==> config.mk <==
export PLATFORM = sky130hd
export DESIGN_NAME = set_assoc_cache_lru_directory
export DESIGN_NICKNAME = d
export VERILOG_FILES = /design/src/design/salru_pkg.sv /design/src/design/salru_ctrl.sv /design/src/design/salru_datapath.sv /design/src/design/set_assoc_cache_lru_directory.sv
export VERILOG_INCLUDE_DIRS = /design/src /design/src/design
export SDC_FILE = /design/constraint.sdc
export NUM_CORES = 1
export LEC_CHECK = 0
export BUFFER_PORTS_ARGS = -buffer_cell sky130_fd_sc_hd__buf_4
export CAP_MARGIN = 25
export CORE_MARGIN = 10
export CORE_UTILIZATION = 35
export DETAILED_ROUTE_END_ITERATION = 7
export PLACE_DENSITY = 0.6
export SETUP_SLACK_MARGIN = 0.5
export SYNTH_ARGS = -nofsm -noshare
export SYNTH_HDL_FRONTEND = slang
export SYNTH_SLANG_ARGS = --single-unit
==> constraint.sdc <==
create_clock -name clk -period 5.6 [get_ports clk]
set_input_delay 0.56 -clock clk [delete_from_list [all_inputs] [get_ports clk]]
set_output_delay 0.56 -clock clk [all_outputs]
set_load 0.02 [all_outputs]
==> src/design/set_assoc_cache_lru_directory_macros.svh <==
`ifndef SET_ASSOC_CACHE_LRU_DIRECTORY_MACROS_SVH
`define SET_ASSOC_CACHE_LRU_DIRECTORY_MACROS_SVH

// same-cycle implication, disabled during reset
`define SALRU_ASSERT_NOW(label, clk, rst, ante, cons, msg) \
  label: assert property (@(posedge clk) disable iff (rst) (ante) |-> (cons)) \
    else $error(msg);

// next-cycle implication, disabled during reset
`define SALRU_ASSERT_NEXT(label, clk, rst, ante, cons, msg) \
  label: assert property (@(posedge clk) disable iff (rst) (ante) |=> (cons)) \
    else $error(msg);

// delayed implication, disabled during reset
`define SALRU_ASSERT_LATER(label, clk, rst, ante, cons, msg) \
  label: assert property (@(posedge clk) disable iff (rst) (ante) |-> ##2 (cons)) \
    else $error(msg);

`endif

==> src/design/salru_pkg.sv <==
`default_nettype none
package salru_pkg;

  localparam int WAYS       = 2;
  localparam int SETS       = 8;
  localparam int LINE_BYTES = 64;
  localparam int ADDR_BITS  = 16;

  localparam int OFF_BITS = $clog2(LINE_BYTES);
  localparam int IDX_BITS = $clog2(SETS);
  localparam int TAG_BITS = ADDR_BITS - OFF_BITS - IDX_BITS;
  localparam int WAY_W    = (WAYS > 1) ? $clog2(WAYS) : 1;
  localparam int AGE_W    = (WAYS > 1) ? $clog2(WAYS) : 1;
  localparam int ROW_W    = WAYS * TAG_BITS;

  localparam logic [AGE_W-1:0] AGE_MAX = AGE_W'(WAYS - 1);

  typedef struct packed {
    logic                 action;
    logic [ADDR_BITS-1:0] address;
  } request_t;

  typedef struct packed {
    logic                hit;
    logic                misaligned;
    logic [IDX_BITS-1:0] set_index;
    logic [TAG_BITS-1:0] tag_value;
    logic [WAY_W-1:0]    way_used;
    logic                evicted;
    logic [TAG_BITS-1:0] evicted_tag;
    logic                memory_write;
  } result_t;

  typedef struct packed {
    logic capture;
    logic update;
  } cmd_t;

  typedef enum logic {
    ST_IDLE,
    ST_UPDATE
  } state_t;

endpackage
`default_nettype wire

==> src/design/salru_ctrl.sv <==
`default_nettype none
module salru_ctrl (
  input  wire logic        clk,
  input  wire logic        rst,
  input  wire logic        start,
  output logic             busy,
  output salru_pkg::cmd_t  cmd
);

  salru_pkg::state_t state;
  salru_pkg::state_t state_next;

  always_ff @(posedge clk) begin
    if (rst) begin
      state <= salru_pkg::ST_IDLE;
    end else begin
      state <= state_next;
    end
  end

  always_comb begin
    state_next = state;
    unique case (state)
      salru_pkg::ST_IDLE: begin
        if (start) state_next = salru_pkg::ST_UPDATE;
      end
      salru_pkg::ST_UPDATE: begin
        state_next = salru_pkg::ST_IDLE;
      end
      default: state_next = salru_pkg::ST_IDLE;
    endcase
  end

  always_comb begin
    busy        = 1'b0;
    cmd.capture = 1'b0;
    cmd.update  = 1'b0;
    unique case (state)
      salru_pkg::ST_IDLE: begin
        cmd.capture = start;
      end
      salru_pkg::ST_UPDATE: begin
        busy       = 1'b1;
        cmd.update = 1'b1;
      end
      default: begin
        busy = 1'b0;
      end
    endcase
  end

endmodule
`default_nettype wire

==> src/design/salru_datapath.sv <==
`default_nettype none
module salru_datapath (
  input  wire logic                clk,
  input  wire logic                rst,
  input  wire salru_pkg::cmd_t     cmd,
  input  wire salru_pkg::request_t request,
  output logic                     done,
  output salru_pkg::result_t       result
);

  localparam int TW = salru_pkg::TAG_BITS;
  localparam int IW = salru_pkg::IDX_BITS;
  localparam int OW = salru_pkg::OFF_BITS;

  logic [salru_pkg::ROW_W-1:0] tag_mem [salru_pkg::SETS];
  logic [salru_pkg::ROW_W-1:0] row;

  logic [salru_pkg::WAYS-1:0]  valid [salru_pkg::SETS];
  logic [salru_pkg::AGE_W-1:0] age   [salru_pkg::SETS][salru_pkg::WAYS];

  salru_pkg::request_t req;

  logic [IW-1:0]                  set_sel;
  logic [TW-1:0]                  tag_sel;
  logic                           misaligned;
  logic [salru_pkg::WAYS-1:0]     match;
  logic                           hit;
  logic [salru_pkg::WAY_W-1:0]    hit_way;
  logic                           found;
  logic [salru_pkg::WAY_W-1:0]    free_way;
  logic [salru_pkg::WAY_W-1:0]    old_way;
  logic [salru_pkg::AGE_W-1:0]    best;
  logic [salru_pkg::WAY_W-1:0]    way;
  logic                           evict;
  logic [TW-1:0]                  evict_tag;
  logic [salru_pkg::AGE_W-1:0]    hit_age;
  logic [salru_pkg::AGE_W-1:0]    age_next [salru_pkg::WAYS];
  logic [salru_pkg::WAYS-1:0]     valid_next;
  logic [salru_pkg::ROW_W-1:0]    row_next;
  logic                           wr_en;

  always_comb begin
    set_sel    = req.address[OW +: IW];
    tag_sel    = req.address[OW + IW +: TW];
    misaligned = |req.address[1:0];

    for (int w = 0; w < salru_pkg::WAYS; w++) begin
      match[w] = valid[set_sel][w] && (row[w*TW +: TW] == tag_sel);
    end

    hit     = 1'b0;
    hit_way = '0;
    found    = 1'b0;
    free_way = '0;
    for (int w = salru_pkg::WAYS - 1; w >= 0; w--) begin
      if (match[w]) begin
        hit     = 1'b1;
        hit_way = salru_pkg::WAY_W'(w);
      end
      if (!valid[set_sel][w]) begin
        found    = 1'b1;
        free_way = salru_pkg::WAY_W'(w);
      end
    end

    best    = '0;
    old_way = '0;
    for (int w = 0; w < salru_pkg::WAYS; w++) begin
      if (age[set_sel][w] > best) begin
        best    = age[set_sel][w];
        old_way = salru_pkg::WAY_W'(w);
      end
    end

    way       = hit ? hit_way : (found ? free_way : old_way);
    evict     = !hit && !found;
    evict_tag = evict ? row[way*TW +: TW] : '0;
    hit_age   = age[set_sel][hit_way];

    valid_next = valid[set_sel];
    row_next   = row;
    for (int w = 0; w < salru_pkg::WAYS; w++) begin
      age_next[w] = age[set_sel][w];
      if (salru_pkg::WAY_W'(w) == way) begin
        age_next[w] = '0;
      end else if (hit) begin
        if (age[set_sel][w] < hit_age) age_next[w] = age[set_sel][w] + 1'b1;
      end else begin
        if (age[set_sel][w] < salru_pkg::AGE_MAX) age_next[w] = age[set_sel][w] + 1'b1;
      end
    end
    if (!hit) begin
      valid_next[way]      = 1'b1;
      row_next[way*TW +: TW] = tag_sel;
    end

    wr_en = cmd.update && !misaligned;
  end

  // capture the request and read the set's tag row
  always_ff @(posedge clk) begin
    if (cmd.capture) begin
      req <= request;
      row <= tag_mem[request.address[OW +: IW]];
    end
  end

  always_ff @(posedge clk) begin
    if (wr_en && !hit) begin
      tag_mem[set_sel] <= row_next;
    end
  end

  always_ff @(posedge clk) begin
    if (rst) begin
      for (int s = 0; s < salru_pkg::SETS; s++) begin
        valid[s] <= '0;
        for (int w = 0; w < salru_pkg::WAYS; w++) age[s][w] <= '0;
      end
    end else if (wr_en) begin
      valid[set_sel] <= valid_next;
      for (int w = 0; w < salru_pkg::WAYS; w++) age[set_sel][w] <= age_next[w];
    end
  end

  always_ff @(posedge clk) begin
    if (rst) begin
      done <= 1'b0;
    end else begin
      done <= cmd.update;
    end
  end

  always_ff @(posedge clk) begin
    if (cmd.update) begin
      result.set_index  <= set_sel;
      result.tag_value  <= tag_sel;
      result.misaligned <= misaligned;
      if (misaligned) begin
        result.hit          <= 1'b0;
        result.way_used     <= '0;
        result.evicted      <= 1'b0;
        result.evicted_tag  <= '0;
        result.memory_write <= 1'b0;
      end else begin
        result.hit          <= hit;
        result.way_used     <= way;
        result.evicted      <= evict;
        result.evicted_tag  <= evict_tag;
        result.memory_write <= req.action;
      end
    end
  end

endmodule
`default_nettype wire

==> src/design/set_assoc_cache_lru_directory.sv <==
`default_nettype none
// Tag directory of a 2-way set-associative write-through cache with LRU
// replacement. An access is taken when start is high and busy is low; the
// set's tag row is read from a registered tag memory on that edge, the next
// cycle compares both ways and, unless the address is misaligned, updates
// valid, LRU and tag state, and the result appears on the cycle after with
// done high for exactly one cycle. No new access is taken while busy is
// high; a new start may coincide with the done cycle. The receiver cannot
// stall: result is valid only while done is high and must be taken then.
`include "set_assoc_cache_lru_directory_macros.svh"
module set_assoc_cache_lru_directory (
  input  wire logic                clk,
  input  wire logic                rst,
  input  wire logic                start,
  output logic                     busy,
  input  wire salru_pkg::request_t request,
  output logic                     done,
  output salru_pkg::result_t       result
);

  salru_pkg::cmd_t cmd;

  salru_ctrl u_ctrl (
    .clk   (clk),
    .rst   (rst),
    .start (start),
    .busy  (busy),
    .cmd   (cmd)
  );

  salru_datapath u_datapath (
    .clk     (clk),
    .rst     (rst),
    .cmd     (cmd),
    .request (request),
    .done    (done),
    .result  (result)
  );

  `SALRU_ASSERT_NOW(a_done_idle, clk, rst, done, !busy, "result strobed while busy")
  `SALRU_ASSERT_NEXT(a_busy_after_start, clk, rst, start && !busy, busy && !done,
                     "transfer did not start")
  `SALRU_ASSERT_LATER(a_result_latency, clk, rst, start && !busy, done,
                      "result missing two cycles on")
  `SALRU_ASSERT_NOW(a_misaligned_quiet, clk, rst, done && result.misaligned,
                    !result.hit && !result.evicted && !result.memory_write,
                    "misaligned access changed outcome")
  `SALRU_ASSERT_NOW(a_hit_no_evict, clk, rst, done && result.hit, !result.evicted,
                    "hit reported an eviction")

endmodule
`default_nettype wire
==> qor.yml, run 1 <==
sta:
  fmax_mhz: 264
  skew_ns: 0.0189
  finalSetupTns_ns: 0
  post-route-period-util_pct: 67.6
  setup_viol: 0
  slew-limit-headroom_pct: 28.2
  period_minus_slack_ns: 3.79
  rsz0062_at_grt: "false"
  tightest_slew_ns: 1.08
  drv_slew: 0
  hold_violations: 0
hold_path:
  hold_path_startpoint: "request[10]"
  hold_class: "in2reg"
  whs_path_depth: 1
clocking:
  clkTransAtPathRegs_ns: 0.07
  cts_made_buffers: 17
  post_cts_resized: 0
  cts_buffer_depth: 2
  cts_tree: "done"
  numClockSinks: 198
  post-cts-setup-buffers: 0
  clockRootBuffer: "clkbuf_16"
  cts-htree-levels: 4
  worstSkewPairLatency_ns: 0.44
  cts_hold_buf: 0
synthesis:
  synth_fp_nets: 441
  netlist_area_mm2: 0.00800
  yosysUniqueCellTypes: 37
  synthCells: 421
  yosys_register_bits: 198
  synth-warning-count: 0
  avgSynthCellArea_um2: 19.0
  ys_seq_area_share_pct: 73.7
setup_path:
  crit_fanout: 14
  rr_endpoint: "u_datapath.tag_mem[2][12]$_DFFE_PP_"
  end_kind: "flip-flop"
  r2r_cells: 5
  path_cells: "mux4_1 > mux2i_2 > nor2_1 > or3_1 > nor3b_4"
  rrSetupSlack_ns: 1.81
  required_ns: 5.66
  worst-path-buf-inv: 0
  cp_data_arrival_time_ns: 3.84
  crit_end: "u_datapath.tag_mem[2][12]$_DFFE_PP_"
  path_class: "reg2reg"
  crit_cells: 5
  crit_family: "simple AND/OR/NAND/NOR gates"
  slowest_delay_ns: 0.96
  start_kind: "flip-flop"
  cp_slowest_cell: "nor3b_4"
global_route:
  grt_pass1_wl_um: 25600
  grt_usage_pct: 12.0
  antenna_found_initial: 0
  first_global_vias: 4120
  gr-total-overflow: 0
  grt_max_degree: 31
cells_and_area:
  multiInputGateArea_mm2: 0.00208
  seqCellArea_mm2: 0.00590
  fin_nets: 489
  fill_cells: 2024
  syn2layout_area_growth_pct: 16.2
  finalNonFillerCells: 766
  antenna_cells: 0
  layout-drive-gt1-share_pct: 31.8
power_and_ir_drop:
  p_total_mw: 3.20
  vdd_ir_drop_max_mv: 0.169
  p_leak_nw: 3.11
  p_per_area_mw_per_mm2: 345
floorplanning:
  start_util_pct: 35.5
  die_area_mm2: 0.0293
  die-height_um: 171
  die_width_um: 171
  design.core.area_mm2: 0.0226
  rows: 55
  io_pins: 44
routing:
  wire_per_inst_um: 22.0
  drc: 0
  wl_um: 16900
  dr.pass1.iters: 5
  first_iter_violations: 312
  via_per_inst: 5.20
  drtAntennaViolNets: 0
  vias: 3987
place:
  gp_congestion: 0.752
  dp_cells: 734
  hpwl_um: 10800
  io_buffers: 39
status:
  status: "finished, final reports clean"
job:
  cap_violations: 0
-- sequential cells by signal, summed over array words and instances, names as in the netlist, named ones only --
signal	flops
u_datapath.tag_mem	112
u_datapath.result	22
u_datapath.age	16
u_datapath.valid	16
u_datapath.row	14
u_datapath.req	13
u_ctrl.state	1
u_datapath.done	1
-- per-stage QoR --
| step | utilization, % | setup WS [ns] | hold WS, ns | instance area [um2] |
|---|---|---|---|---|
| floorplan | - | 1.68 | 0.472 | 8000 |
| CTS | 41.2 | 1.80 | 0.283 | 9290 |
| global route | 41.2 | 1.68 | 0.280 | 9300 |
| detailed placement | 38.5 | 1.81 | 0.527 | 8690 |
| finish | 41.2 | 1.81 | 0.296 | 9300 |
| global placement | 38.5 | 1.91 | 0.518 | 8690 |
-- worst min path at each step --
stage                                         end  slack (ns)
2_1_floorplan     u_datapath.result[17]$_DFFE_PP_        0.47
3_3_place_gp   u_datapath.result[0]$_SDFFCE_PP0P_        0.52
3_5_place_dp   u_datapath.result[0]$_SDFFCE_PP0P_        0.53
4_1_cts              u_datapath.req[14]$_DFFE_PP_        0.28
5_1_grt              u_datapath.req[12]$_DFFE_PP_        0.28
6_report             u_datapath.req[10]$_DFFE_PP_        0.30
-- routing by layer --
| layer | vias to the layer above | wire length (um) | global-route usage [%] |
|---|---|---|---|
| li1 | 1767 | - | - |
| met1 | 2092 | 7210 | 15.2 |
| met2 | 112 | 8420 | 19.5 |
| met3 | 16 | 1020 | 3.16 |
| met4 | 0 | 228 | 4.01 |
| met5 | - | 0 | 0 |
-- where the power goes --
part / total (mW) / leakage (nW) / internal, mW / switching [mW]
combinational: 0.254 / 0.972 / 0.106 / 0.148
sequential: 1.72 / 1.84 / 1.69 / 0.0315
clock: 1.23 / 0.289 / 0.671 / 0.561
-- kinds of logic (layout without fill, tap and decap cells) --
group	count (synthesis)	after routing	share of synthesized area, %
simple gates	98	98	5.85
compound gates	7	7	0.876
flops	198	198	73.7
xor+xnor	14	14	1.53
buf+inv	22	82	1.19
mux	82	82	16.9
-- cells in the final DEF (no fill, tap or decap), types with 10 or more instances in the layout --
master and n:
buf_4 46, xnor2_1 14, clkbuf_16 17, mux2i_1 10, edfxtp_1 193, mux2_2 34, mux4_2 28, nor2_1 48
nand2_1 11, nand2b_1 10
-- cell type report --
type | count | share of cell area [%]
Clock inverter | 14 | 1.84
Tap cell | 285 | 3.83
Inverter | 4 | 0.161
Clock buffer | 17 | 4.57
Sequential cell | 198 | 63.4
Multi-Input combinational cell | 201 | 22.4
Timing Repair Buffer | 47 | 3.79
-- synth_stat cells, drive strengths merged --
cell type	n	share of area (%)
or4	2	0.23
nor4	3	0.23
nor3b	1	0.094
clkbuf	16	0.81
buf	2	0.19
mux2	34	4.8
nand2	11	0.52
or3	2	0.16
inv	4	0.19
dfxtp	5	1.3
nor2	48	2.3
nor3	5	0.31
and2	2	0.17
o21a	1	0.094
o221ai	1	0.11
mux4	36	11
nand2b	10	0.78
a21oi	3	0.23
mux2i	12	1.6
a221oi	2	0.44
nor2b	2	0.16
edfxtp	193	72
nand4	2	0.16
nand3	6	0.38
and3b	1	0.11
xnor2	14	1.5
and3	1	0.078
nor4b	2	0.22
No activity file was read; power rests on OpenSTA's default activity.
==> run 2, diff against run 1 <==
==> constraint.sdc (replaced) <==
create_clock -name clk -period 3.63 [get_ports clk]
set_input_delay 0.363 -clock clk [delete_from_list [all_inputs] [get_ports clk]]
set_output_delay 0.363 -clock clk [all_outputs]
set_load 0.02 [all_outputs]
==> run 2 against run 1 <==
  * Die area is the same
  * Largest cell class unchanged
  * Maximum frequency up 22%
  * Critical path depth up 2
  * Hold slack got worse by 0.19 ns
  * Sequential share of layout area shrank 0.22 points
  * Non-clock buffer count up 6
  * Combinational power rose by 59%
  * Total power increased by 54%
  * Critical endpoint is now u_datapath.tag_mem[7][0]$_DFFE_PP_
  * Cell area is 0.36% higher
==> qor.yml, run 2 (same netlist as run 1, synthesis figures left out) <==
status:
  status: "finished, final reports clean"
routing:
  wl_um: 16800
  first_iter_violations: 366
  vias: 4030
  dr.pass1.iters: 4
  via_per_inst: 5.22
  drc: 0
  drtAntennaViolNets: 0
  wire_per_inst_um: 21.7
sta:
  hold_violations: 0
  drv_slew: 0
  tightest_slew_ns: 0.898
  rsz0062_at_grt: "true"
  skew_ns: 0.00878
  post-route-period-util_pct: 85.2
  fmax_mhz: 323
  layout_setup_ws_ns: 0.537
  slew-limit-headroom_pct: 40.1
  setup_viol: 0
  finalSetupTns_ns: 0
  period_minus_slack_ns: 3.09
power_and_ir_drop:
  intPower_mw: 3.81
  p_per_area_mw_per_mm2: 530
  switching_share_pct: 23.0
  p_leak_nw: 3.11
  power.net_switching_mw: 1.14
  vdd_ir_drop_max_mv: 0.335
  comb_power_share_pct: 8.2
  pwr-share-seq_pct: 53.5
  clkPwrFrac_pct: 38.3
setup_path:
  crit_fanout: 8
  required_ns: 3.79
  path_cells: "mux4_1 > mux2_2 > a21oi_1 > nand2b_1 > a21oi_2 > buf_4 > mux2_2"
  slowest_delay_ns: 0.66
  end_kind: "flip-flop"
  cp_data_arrival_time_ns: 3.25
  worst-path-buf-inv: 1
  crit_top_cell: "mux2_2"
  cp_slowest_cell: "mux4_1"
  crit_family: "multiplexers"
  path_class: "reg2reg"
  start_kind: "flip-flop"
place:
  io_buffers: 39
  place_area_mm2: 0.00872
  gp_congestion: 0.739
  hpwl_um: 10600
  dp_cells: 741
  dp_slack_ns: 0.382
cells_and_area:
  mostFrequentLayoutCell: "edfxtp_1"
  finalInstanceArea_mm2: 0.00933
  fin_nets: 495
  syn2layout_area_growth_pct: 16.6
  reg_top3: "u_datapath.tag_mem: 112 flops, u_datapath.result: 22 flops"
  antenna_cells: 0
  largest-register: "u_datapath.tag_mem"
  layout-drive-gt1-share_pct: 32.9
  layout_common_cells: "edfxtp_1, buf_4, nor2_1"
  multiInputGateArea_mm2: 0.00206
  seqCellArea_mm2: 0.00590
  fill_cells: 2020
  finalNonFillerCells: 772
  largest_register_ffs: 112
clocking:
  cts_tree: "done"
  clkTransAtPathRegs_ns: 0.07
  numClockSinks: 198
  clockRootBuffer: "clkbuf_16"
  worstSkewPairLatency_ns: 0.43
  post-cts-setup-buffers: 0
  post_cts_resized: 1
  cts_hold_buf: 0
  cts-htree-levels: 4
  cts_buffer_depth: 2
  cts_made_buffers: 17
job:
  cap_violations: 0
global_route:
  grt_usage_pct: 11.8
  grt_max_degree: 31
  antenna_found_initial: 0
  first_global_vias: 4314
  gr-total-overflow: 0
  grt_pass1_wl_um: 25700
floorplanning:
  design.core.area_mm2: 0.0226
  rows: 55
  start_util_pct: 35.5
  io_pins: 44
  die-height_um: 171
  die_area_mm2: 0.0293
  die_width_um: 171
hold_path:
  hold_class: "in2reg"
[run 2: through the flow]
| stage | hold WS (ns) | power [mW] | util (%) |
|---|---|---|---|
| final | 0.102 | 4.95 | 41.3 |
| after global routing | 0.0819 | 5.12 | 41.3 |
| after CTS | 0.0896 | 4.99 | 41.3 |
| after detailed placement | 0.529 | 3.11 | 38.6 |
| after global placement | 0.518 | 3.08 | 38.6 |
| after floorplan | 0.462 | 2.95 | - |
[run 2: power by group through the flow]
stage	sequential (mW)	clock, mW	combinational (mW)
after floorplan	2.69	0	0.264
after global placement	2.70	0	0.388
after detailed placement	2.70	0	0.405
after CTS	2.65	1.93	0.407
after global routing	2.65	2.04	0.434
final	2.65	1.90	0.404
[run 2: cell type report]
type	count	area share, %
flip-flops and latches	198	63.2
clock inverters	13	1.80
inverters	4	0.161
well taps	285	3.82
repair buffers	53	4.34
multi-input cells	201	22.1
clock buffers	18	4.60
[run 2: per-layer routing]
layer | routed length (um) | GRT usage, %
met2 | 8620 | 20.0
met4 | 208 | 3.71
met5 | 0 | 0
met3 | 821 | 2.59
met1 | 7100 | 14.7
[run 2: final timing paths]
path	start	to	slack, ns	depth (start not counted)
worst max-delay path	flip-flop	u_datapath.tag_mem[7][0]$_DFFE_PP_	0.54	7
worst min-delay path	request[10]	u_datapath.req[10]$_DFFE_PP_	0.10	1
worst max register to register	flip-flop	u_datapath.tag_mem[7][0]$_DFFE_PP_	0.54	7
worst min register to register	u_datapath.req[16]$_DFFE_PP_	u_datapath.result[0]$_SDFFCE_PP0P_	0.55	1
[run 2: worst register-to-register path, stage by stage, from the launching register on]
cell and delay [ns]:
dfxtp_2 0.47, mux4_1 0.67, mux2_2 0.32, a21oi_1 0.36
nand2b_1 0.16, a21oi_2 0.18, buf_4 0.23, mux2_2 0.43
==> run 3, diff against run 2 <==
--- a/config.mk
+++ b/config.mk
@@ -9,9 +9,10 @@
 export BUFFER_PORTS_ARGS = -buffer_cell sky130_fd_sc_hd__buf_4
 export CAP_MARGIN = 25
 export CORE_MARGIN = 10
-export CORE_UTILIZATION = 35
+export CORE_UTILIZATION = 32
+export CTS_BUF_LIST = sky130_fd_sc_hd__clkbuf_16
 export DETAILED_ROUTE_END_ITERATION = 7
-export PLACE_DENSITY = 0.6
+export PLACE_DENSITY = 0.56
 export SETUP_SLACK_MARGIN = 0.5
 export SYNTH_ARGS = -nofsm -noshare
 export SYNTH_HDL_FRONTEND = slang
==> run 3 against run 2 <==
  * Combinational power fell by 2%
  * Utilization down 3.1 points
  * First-iteration DRC count fell by 3.8%
  * Count of clock-buffer cells in the layout down 1
  * Critical path type unchanged
  * Largest power group unchanged
==> qor.yml, run 3 (same netlist as run 1, synthesis figures left out) <==
setup_path:
  crit_end: "u_datapath.tag_mem[1][4]$_DFFE_PP_"
  rr_endpoint: "u_datapath.tag_mem[1][4]$_DFFE_PP_"
  crit_fanout: 14
  path_class: "reg2reg"
  required_ns: 3.74
  cp_data_arrival_time_ns: 3.12
  rrSetupSlack_ns: 0.62
  end_kind: "flip-flop"
  r2r_cells: 6
  start_kind: "flip-flop"
cells_and_area:
  syn2layout_area_growth_pct: 16.8
  multiInputGateArea_mm2: 0.00207
  reg_top3: "u_datapath.tag_mem: 112 flops, u_datapath.result: 22 flops"
  layout_common_cells: "edfxtp_1, buf_4, nor2_1"
  seqCellArea_mm2: 0.00590
  fill_cells: 2232
  mostFrequentLayoutCell: "edfxtp_1"
  antenna_cells: 0
  largest-register: "u_datapath.tag_mem"
  largest_register_ffs: 112
  fin_nets: 496
  layout-drive-gt1-share_pct: 32.9
routing:
  dr.pass1.iters: 5
  wire_per_inst_um: 20.9
  wl_um: 16900
  via_per_inst: 4.90
  drtAntennaViolNets: 0
  first_iter_violations: 352
  drc: 0
  vias: 3976
clocking:
  post-cts-setup-buffers: 0
  clockRootBuffer: "clkbuf_16"
  numClockSinks: 198
  cts-htree-levels: 4
  clkTransAtPathRegs_ns: 0.07
  cts_tree: "done"
  cts_made_buffers: 17
  cts_buffer_depth: 2
  worstSkewPairLatency_ns: 0.43
sta:
  hold_violations: 0
  tightest_slew_ns: 0.874
  setup_viol: 0
  rsz0062_at_grt: "false"
  timing.hold.ws_ns: 0.108
  fmax_mhz: 332
  period_minus_slack_ns: 3.01
  slew-limit-headroom_pct: 41.7
  layout_setup_ws_ns: 0.616
  post-route-period-util_pct: 83.0
  finalSetupTns_ns: 0
  drv_slew: 0
  skew_ns: 0.00979
global_route:
  grt_usage_pct: 11.0
  grt_pass1_wl_um: 25700
  first_global_vias: 4166
  grt_max_degree: 31
  gr-total-overflow: 0
  antenna_found_initial: 0
power_and_ir_drop:
  power.net_switching_mw: 1.11
  vdd_ir_drop_max_mv: 0.295
  intPower_mw: 3.72
  p_leak_nw: 3.11
  switching_share_pct: 22.9
  clkPwrFrac_pct: 37.0
  comb_power_share_pct: 8.2
  p_per_area_mw_per_mm2: 517
  pwr-share-seq_pct: 54.9
floorplanning:
  rows: 57
  die-height_um: 178
  start_util_pct: 32.7
  design.core.area_mm2: 0.0245
  die_area_mm2: 0.0317
  io_pins: 44
  die_width_um: 178
place:
  hpwl_um: 10900
  gp_congestion: 0.813
  dp_slack_ns: 0.352
  io_buffers: 39
job:
  cap_violations: 0
hold_path:
  hold_class: "in2reg"
  hold_path_startpoint: "request[12]"
status:
  status: "finished, final reports clean"
run 3: cell types whose count changed in the layout (fill, tap and decap cells not counted):
cell and delta:
inv_1 +2, clkinv_2 +1, buf_6 -1, bufinv_16 -1
mux2i_1 -1, clkinv_4 +2, buf_4 +2, clkbuf_1 -1
inv_8 -1, mux2i_2 +1, clkinv_8 -1, clkinvlp_4 -3
inv_6 +1
run 3: worst max-delay path, stage by stage, from the launching register on:
cell and delay (ns):
dfxtp_2 0.48, mux4_1 0.66, mux2i_2 0.35, nor4_1 0.19, or3_4 0.43, nor4b_2 0.25, buf_4 0.32
run 3: worst min-delay path by stage:
stage,endpoint,slack [ns],cells after the start
5_1_grt,u_datapath.req[12]$_DFFE_PP_,0.09,1
2_1_floorplan,u_datapath.req[0]$_DFFE_PP_,0.46,0
4_1_cts,u_datapath.req[12]$_DFFE_PP_,0.09,1
3_3_place_gp,u_datapath.result[0]$_SDFFCE_PP0P_,0.52,1
6_report,u_datapath.req[12]$_DFFE_PP_,0.11,1
3_5_place_dp,u_datapath.result[0]$_SDFFCE_PP0P_,0.53,1
run 3: final cells by class:
| cell class | instances | area share (%) |
|---|---|---|
| clock inverter | 13 | 1.35 |
| sequential | 198 | 63.1 |
| clock buffer | 17 | 4.55 |
| multi-input combinational | 201 | 22.1 |
| inverter | 4 | 0.161 |
| timing repair buffer | 54 | 4.38 |
| tap | 324 | 4.34 |
run 3: layer usage:
metal / global-route usage, % / vias to the layer above / part of all wire [%] / wire [um]
li1: - / 1776 / - / -
met2: 18.5 / 95 / 52 / 8870
met4: 4.17 / 0 / 1.5 / 248
met3: 2.49 / 19 / 4.9 / 835
met1: 13.4 / 2086 / 41 / 6970
met5: 0 / - / 0 / 0
run 3: per-stage QoR:
step	total power, mW	utilization (%)	cell area [um2]	cells
2_1_floorplan	2.95	-	8030	421
3_3_place_gp	3.08	35.9	8780	781
3_5_place_dp	3.10	35.9	8780	781
4_1_cts	4.88	38.2	9340	811
5_1_grt	5.01	38.2	9340	811
6_report	4.83	38.2	9340	811
run 3: power groups by stage:
| stage | logic (mW) | clock network (mW) | registers [mW] |
|---|---|---|---|
| finish | 0.395 | 1.79 | 2.65 |
| global route | 0.426 | 1.93 | 2.66 |
| CTS | 0.397 | 1.83 | 2.65 |
| detailed placement | 0.396 | 0 | 2.70 |
| global placement | 0.382 | 0 | 2.70 |
| floorplan | 0.264 | 0 | 2.69 |
run 3: repair_timing:
action | 4_1_cts | 5_1_grt
setup endpoints to repair | 101 | 1
endpoints found under the hold margin | 0 | 0
hold buffers | 0 | 0
gates resized for setup | 3 | 1
